<file path="config.mk">
export PLATFORM = sky130hd
export DESIGN_NAME = gascon_permutation
export DESIGN_NICKNAME = d
export VERILOG_FILES = /design/src/rtl/gascon_pkg.sv /design/src/rtl/gascon_dp.sv /design/src/rtl/gascon_ctrl.sv /design/src/rtl/gascon_permutation.sv
export VERILOG_INCLUDE_DIRS = /design/src /design/src/rtl
export SDC_FILE = /design/constraint.sdc
export NUM_CORES = 1
export LEC_CHECK = 0
export BUFFER_PORTS_ARGS = -buffer_cell sky130_fd_sc_hd__buf_4
export CORE_MARGIN = 3
export CORE_UTILIZATION = 30
export CTS_CLUSTER_SIZE = 30
export DETAILED_ROUTE_END_ITERATION = 8
export PLACE_DENSITY = 0.48
export SYNTH_ARGS = -nofsm -noshare
export SYNTH_HDL_FRONTEND = slang
export SYNTH_SLANG_ARGS = --single-unit
export TNS_END_PERCENT = 5
</file>
<file path="constraint.sdc">
create_clock -name clk -period 22.5 [get_ports clk]
set_clock_uncertainty 0.2 [all_clocks]
set_input_delay 3.375 -clock clk [delete_from_list [all_inputs] [get_ports clk]]
set_output_delay 3.375 -clock clk [all_outputs]
set_load 0.05 [all_outputs]
</file>
<file path="src/rtl/gascon_permutation_defines.svh">
// Assertion macros for the Gascon permutation RTL, used by gascon_ctrl.
// Each macro expects a clock named clk and a reset named rst in scope.
`ifndef GASCON_PERMUTATION_DEFINES_SVH
`define GASCON_PERMUTATION_DEFINES_SVH

// Same-cycle implication, checked outside reset.
`define GASCON_ASSERT_NOW(label, ante, cons) \
  label: assert property (@(posedge clk) disable iff (rst) (ante) |-> (cons)) \
    else $error("gascon: same-cycle check failed");

// Next-cycle implication, checked outside reset.
`define GASCON_ASSERT_NEXT(label, ante, cons) \
  label: assert property (@(posedge clk) disable iff (rst) (ante) |=> (cons)) \
    else $error("gascon: next-cycle check failed");

`endif

</file>
<file path="src/rtl/gascon_pkg.sv">
// Types and constants shared by the Gascon permutation modules.
// No dependencies.
`timescale 1ns / 1ps
`default_nettype none

package gascon_pkg;

  localparam int unsigned LANE_W  = 64;
  localparam int unsigned WORD_W  = 32;
  localparam int unsigned ROUND_W = 4;

  // Upper nibble of the round constant is this value minus the round number.
  localparam logic [ROUND_W-1:0] RC_BASE = 4'hF;

  typedef struct packed {
    logic [LANE_W-1:0]  lane0_in;
    logic [LANE_W-1:0]  lane1_in;
    logic [LANE_W-1:0]  lane2_in;
    logic [LANE_W-1:0]  lane3_in;
    logic [LANE_W-1:0]  lane4_in;
    logic [ROUND_W-1:0] start_round;
  } in_t;

  typedef struct packed {
    logic [LANE_W-1:0] lane0_out;
    logic [LANE_W-1:0] lane1_out;
    logic [LANE_W-1:0] lane2_out;
    logic [LANE_W-1:0] lane3_out;
    logic [LANE_W-1:0] lane4_out;
  } out_t;

  // Commands from the controller to the datapath.
  typedef struct packed {
    logic               load;
    logic               step;
    logic               store;
    logic [ROUND_W-1:0] round;
  } cmd_t;

endpackage

`default_nettype wire

</file>
<file path="src/rtl/gascon_dp.sv">
// Datapath of the Gascon permutation: state register, one round of logic
// and the result register. Depends on gascon_pkg.
`timescale 1ns / 1ps
`default_nettype none

module gascon_dp (
  input  wire logic             clk,
  input  wire gascon_pkg::in_t  item,
  input  wire gascon_pkg::cmd_t cmd,
  output gascon_pkg::out_t      result
);

  typedef logic [4:0][gascon_pkg::WORD_W-1:0] word5_t;
  typedef logic [4:0][gascon_pkg::LANE_W-1:0] lanes_t;

  localparam int unsigned ROT_A [5] = '{19, 61, 1, 10, 7};
  localparam int unsigned ROT_B [5] = '{28, 38, 6, 17, 40};

  lanes_t lanes;
  lanes_t lanes_next;

  // Rotate a 32-bit word right.
  function automatic logic [31:0] ror32(logic [31:0] x, int unsigned n);
    logic [63:0] dbl;
    dbl = {x, x} >> (n % 32);
    return dbl[31:0];
  endfunction

  // Rotate an interleaved 64-bit word right; low half even bits, high half odd.
  function automatic logic [63:0] irot(logic [63:0] w, int unsigned amt);
    int unsigned k;
    logic [63:0] y;
    k = (amt / 2) % 32;
    if ((amt % 2) == 0) begin
      y = {ror32(w[63:32], k), ror32(w[31:0], k)};
    end else begin
      y = {ror32(w[31:0], (k + 1) % 32), ror32(w[63:32], k)};
    end
    return y;
  endfunction

  // Five-bit substitution layer, bitsliced over 32 columns.
  function automatic word5_t sbox(word5_t xi);
    word5_t x;
    logic [31:0] t0, t1, t2, t3, t4;
    x = xi;
    x[0] = x[0] ^ x[4];
    x[2] = x[2] ^ x[1];
    x[4] = x[4] ^ x[3];
    t0 = ~x[0] & x[1];
    t1 = ~x[1] & x[2];
    t2 = ~x[2] & x[3];
    t3 = ~x[3] & x[4];
    t4 = ~x[4] & x[0];
    x[0] = x[0] ^ t1;
    x[1] = x[1] ^ t2;
    x[2] = x[2] ^ t3;
    x[3] = x[3] ^ t4;
    x[4] = x[4] ^ t0;
    x[1] = x[1] ^ x[0];
    x[3] = x[3] ^ x[2];
    x[0] = x[0] ^ x[4];
    x[2] = ~x[2];
    return x;
  endfunction

  // One round: constant addition, substitution on both halves, diffusion.
  always_comb begin
    word5_t lo;
    word5_t hi;
    logic [63:0] w;
    for (int i = 0; i < 5; i++) begin
      lo[i] = lanes[i][31:0];
      hi[i] = lanes[i][63:32];
    end
    lo[2] = lo[2] ^ {24'd0, gascon_pkg::RC_BASE - cmd.round, cmd.round};
    lo = sbox(lo);
    hi = sbox(hi);
    for (int i = 0; i < 5; i++) begin
      w = {hi[i], lo[i]};
      lanes_next[i] = w ^ irot(w, ROT_A[i]) ^ irot(w, ROT_B[i]);
    end
  end

  // State register: loaded from the item, then advanced one round per step.
  always_ff @(posedge clk) begin
    if (cmd.load) begin
      lanes[0] <= item.lane0_in;
      lanes[1] <= item.lane1_in;
      lanes[2] <= item.lane2_in;
      lanes[3] <= item.lane3_in;
      lanes[4] <= item.lane4_in;
    end else if (cmd.step) begin
      lanes <= lanes_next;
    end
  end

  // Result register, separate from the state so a new item can start.
  always_ff @(posedge clk) begin
    if (cmd.store) begin
      result.lane0_out <= lanes[0];
      result.lane1_out <= lanes[1];
      result.lane2_out <= lanes[2];
      result.lane3_out <= lanes[3];
      result.lane4_out <= lanes[4];
    end
  end

endmodule

`default_nettype wire

</file>
<file path="src/rtl/gascon_ctrl.sv">
// Controller of the Gascon permutation: round counter, run state and the
// result valid flag. Depends on gascon_pkg and gascon_permutation_defines.svh.
`timescale 1ns / 1ps
`default_nettype none

`include "gascon_permutation_defines.svh"

module gascon_ctrl #(
  parameter int unsigned ROUND_LIMIT = 12
) (
  input  wire logic                              clk,
  input  wire logic                              rst,
  input  wire logic                              item_valid,
  output logic                                   item_ready,
  input  wire logic [gascon_pkg::ROUND_W-1:0]    start_round,
  output logic                                   result_valid,
  input  wire logic                              result_ready,
  output gascon_pkg::cmd_t                       cmd
);

  localparam logic [gascon_pkg::ROUND_W-1:0] LIMIT = gascon_pkg::ROUND_W'(ROUND_LIMIT);

  typedef enum logic {
    IDLE,
    RUN
  } state_t;

  state_t                           state;
  logic [gascon_pkg::ROUND_W-1:0]   round;
  logic                             rounds_left;

  // Command decode.
  always_comb begin
    rounds_left = (round < LIMIT);
    item_ready  = (state == IDLE);
    cmd.load    = item_valid && (state == IDLE);
    cmd.step    = (state == RUN) && rounds_left;
    cmd.store   = (state == RUN) && !rounds_left && (!result_valid || result_ready);
    cmd.round   = round;
  end

  // State, round counter and result valid flag.
  always_ff @(posedge clk) begin
    if (rst) begin
      state        <= IDLE;
      round        <= '0;
      result_valid <= 1'b0;
    end else begin
      case (state)
        IDLE: begin
          if (cmd.load) begin
            state <= RUN;
            round <= start_round;
          end
        end
        RUN: begin
          if (cmd.step) begin
            round <= round + 1'b1;
          end else if (cmd.store) begin
            state <= IDLE;
          end
        end
        default: begin
          state <= IDLE;
        end
      endcase
      if (cmd.store) begin
        result_valid <= 1'b1;
      end else if (result_ready) begin
        result_valid <= 1'b0;
      end
    end
  end

  // A started item always enters the round loop.
  `GASCON_ASSERT_NEXT(a_load_runs, cmd.load, state == RUN)
  // Each step advances the round number by exactly one.
  `GASCON_ASSERT_NEXT(a_step_counts, cmd.step, round == $past(round) + 4'd1)
  // The result register is never overwritten while it holds an untaken result.
  `GASCON_ASSERT_NOW(a_store_free, cmd.store, !result_valid || result_ready)
  // Stepping never coincides with storing or loading.
  `GASCON_ASSERT_NOW(a_step_store, cmd.step, !cmd.store && !cmd.load)

endmodule

`default_nettype wire

</file>
<file path="src/rtl/gascon_permutation.sv">
// Gascon permutation, 320-bit state in bit-interleaved form, round-iterative.
// Usage notes:
//   The input channel (item_valid/item_ready/item) carries five 64-bit lanes,
//   each with even bits in the low word and odd bits in the high word, and
//   the first round number. Rounds start_round through ROUND_LIMIT-1 run;
//   a start at or above ROUND_LIMIT returns the lanes unchanged.
//   The output channel (result_valid/result_ready/result) returns one item
//   of five permuted lanes per input item, in order.
//   The item runs its rounds in the state register, one round per step;
//   when the rounds are done and the result register is free, the state
//   moves into the result register and result_valid rises. One state
//   register and one round unit serve a single item at a time; the next
//   item is accepted once the previous one is in the result register.
//   A finished result waits in its own register; the next item is accepted
//   while it waits. If the receiver stalls with a result pending, the next
//   item finishes its rounds and holds until the result register frees.
//   Reset (rst, synchronous) empties the block; no item is in flight after it.
// Depends on gascon_pkg, gascon_ctrl and gascon_dp.
`timescale 1ns / 1ps
`default_nettype none

module gascon_permutation #(
  parameter int unsigned ROUND_LIMIT = 12
) (
  input  wire logic             clk,
  input  wire logic             rst,
  input  wire logic             item_valid,
  output logic                  item_ready,
  input  wire gascon_pkg::in_t  item,
  output logic                  result_valid,
  input  wire logic             result_ready,
  output gascon_pkg::out_t      result
);

  gascon_pkg::cmd_t cmd;

  // Sequencer for rounds and the output handshake.
  gascon_ctrl #(
    .ROUND_LIMIT (ROUND_LIMIT)
  ) u_ctrl (
    .clk          (clk),
    .rst          (rst),
    .item_valid   (item_valid),
    .item_ready   (item_ready),
    .start_round  (item.start_round),
    .result_valid (result_valid),
    .result_ready (result_ready),
    .cmd          (cmd)
  );

  // State register and round logic.
  gascon_dp u_dp (
    .clk    (clk),
    .item   (item),
    .cmd    (cmd),
    .result (result)
  );

endmodule

`default_nettype wire

</file>
==> impl_results.md <==
- Post-CTS setup buffer count: 0
- Post-CTS resize count: 0
- Drt pass-1 iters: 5
- Final #Nets: 4043
- Ports: 650
- CTS hold repair buffers: 0
- DR WL/cell: 33.84 um
- Slowest cell on crit path: buf_4
- Largest area contributor in the netlist: edfxtp_1
- Setup crit start kind: input port
- Initial antenna violation count: 18
- Final setup TNS: 0 ps
- Worst setup EP type: register
- Num CTS Buffers: 78
- Slew Limit Headroom: 13.91%
- Clk Latency, worst-skew pair: 670 ps
- Final Hold Vio Count: 0
- CP max FO: 82
- CP Data Arrival Time: 6510 ps
- Top cell by count, worst path: buf_4
- Async SR Flop Fraction: 0%
- MaxCap Viol Count: 0
- R2R cell count: 5
- R2r setup slk: 18090 ps
- Critical path required time: 22570 ps
- EDFF count, synth: 640
- First-pass GRT wire length: 235100 um
- Worst Tran Pin Value: 1282 ps
- Run status: complete, no violations
- Cells along the critical path: buf_4 > nand2b_1 > nor2b_4 > buf_4 > buf_4 > buf_4
- DRC: 0
- H-tree depth: 3
- Mapped Area: 39510 sq um
- Post-route ant nets: 0
- Die area: 136100 sq um
- Placed wire-length estimate: 152600 um
- Mean Syn Cell Area: 13.61 sq um
- CTS tree: built
- Vias in the first global route: 25.62k
- Most common cell after layout, fill and taps aside: buf_4
- Sink Count: 646
- FP Rows: 132
- Area of the multi-input gates: 19220 sq um
- Clock Path Buffers: 3
- Final Cycle Share: 28.62%
- DR vias/cell: 4.944
- Crit path time final: 6439 ps
- Post-synthesis sequential area ratio: 48.95%
- Unrepaired setup endpoints after global routing: false
- Top FF cell, synth: edfxtp_1
- Vias: 26.68k
- Fmax achieved: 0.1553 GHz
- Synth Instances: 2903
- Area growth from synthesis to layout: 24.41%
- Die width: 368.9 um
- Worst setup path class: input port to register
- Share of cells above drive strength 1: 28.93%
- Hold Crit Depth: 0
- FF-to-FF End: u_dp.result[179]
- Max stage delay on crit path: 850 ps
- Core Region: 130100 sq um
- GPL Wtd Cong: 0.9726
- Grt total ovfl: 0
- Hold endpoint: u_dp.result[128]
- Unique cell type count in the Yosys netlist: 34
- Reg-to-reg startpoint: u_ctrl.state
- Routed wire length: 182600 um
- # fillers: 12.77k
- Input/output buffers: 649
- Final slew viol count: 0
- Initial DRC count: 3381
- Root Driver: clkbuf_16
- Synth top area cells: edfxtp_1, xnor3_1, xnor2_1
- Register cell area after layout: 19340 sq um
- Initial Util: 30.36%
- # setup viols final: 0
- Syn Nets: 3360
- Total track usage: 26.14%
- Number of synthesized register bits: 646
- Worst-path clk slew: 60 ps
- Hold wc startpoint: u_dp.lanes[128]
- Post-synth top area share: 48.64%
- Die H: 368.9 um
- Worst hold path class: register to register
- Pin count of the biggest net entering global routing: 189
- Yosys warning count: 0
- Highest-count cells in the layout ignoring fill and taps: buf_4, edfxtp_1, xnor2_1, nand2_1, xnor3_1
## final cells by class
cell class,instances,area share (%)
tap,1742,4.434
clock inverter,54,1.105
inverter,191,1.459
antenna,5,0.02546
clock buffer,90,4.193
timing repair buffer,673,10.33
sequential,646,39.34
multi-input combinational,1996,39.11
## state kept, by name (all words and copies together) (netlist names)
register / count
u_dp.result: 320
u_ctrl.round: 4
u_ctrl.state: 1
u_dp.lanes: 320
u_ctrl.result_valid: 1
## through the flow
stage	cells	cell area [sq um]	hold WS, ps	setup WS, ps	util (%)
3_3_place_gp	5248	46540	258.5	15450	35.76
2_1_floorplan	2903	39510	247.3	1068	-
3_5_place_dp	5248	46540	266.2	15440	35.76
4_1_cts	5392	49140	279.8	16120	37.76
6_report	5397	49150	279.3	16060	37.77
5_1_grt	5392	49140	289.6	15830	37.76
## cells in the mapped netlist, types with 2 or more instances
master,instances
maj3_1,18
xor3_1,18
edfxtp_1,640
xor2_2,15
a211oi_1,2
nor2_1,199
mux2i_1,5
nand2_1,297
xnor3_1,238
xnor2_4,2
o21ai_1,44
buf_2,4
inv_1,181
dfxtp_1,6
mux2_2,21
xnor2_1,391
buf_1,2
maj3_2,44
xor2_1,79
ha_1,129
inv_2,10
a21oi_1,180
xnor2_2,161
nand3_1,2
nor2b_1,2
clkbuf_1,64
o21ai_0,140
nor3_1,3
## worst max-delay path by stage
stage / start / endpoint / slack [ps] / cells after the start
3_3_place_gp: result_ready / u_dp.result[178] / 15450 / 6
6_report: result_ready / u_dp.result[179] / 16060 / 6
5_1_grt: result_ready / u_dp.result[114] / 15830 / 6
3_5_place_dp: result_ready / u_dp.result[178] / 15440 / 6
2_1_floorplan: item_valid / u_ctrl.round[0] / 1070 / 3
4_1_cts: result_ready / u_dp.result[179] / 16120 / 6
## kinds of logic (layout without fill, tap and decap cells)
group / after synthesis / after routing / synth area share (%)
AO/OA/AOI/OAI: 368 / 368 / 4.687
XOR/XNOR: 904 / 904 / 32.45
adder cells (fa/ha/maj): 191 / 191 / 5.795
buffers and inverters: 261 / 1008 / 2.492
flip-flops: 646 / 646 / 48.95
multiplexers: 27 / 27 / 0.7632
other: 0 / 5 / 0
AND/OR/NAND/NOR: 506 / 506 / 4.861
## critical path: cells and delay by family
| family | cells | cell delay, ps |
|---|---|---|
| AND/OR/NAND/NOR | 2 | 720 |
| buffers and inverters | 4 | 2190 |
## routing by layer
layer,wire (um),share of wire [%],GRT usage [%]
met5,15,0.0082,0
met4,7127,3.9,9.368
met3,18640,10,6.428
met2,82680,45,41.05
met1,74170,41,35.04
Power is not shown: default switching activity piles up to over one toggle a cycle in this logic, so the estimate is an artifact.
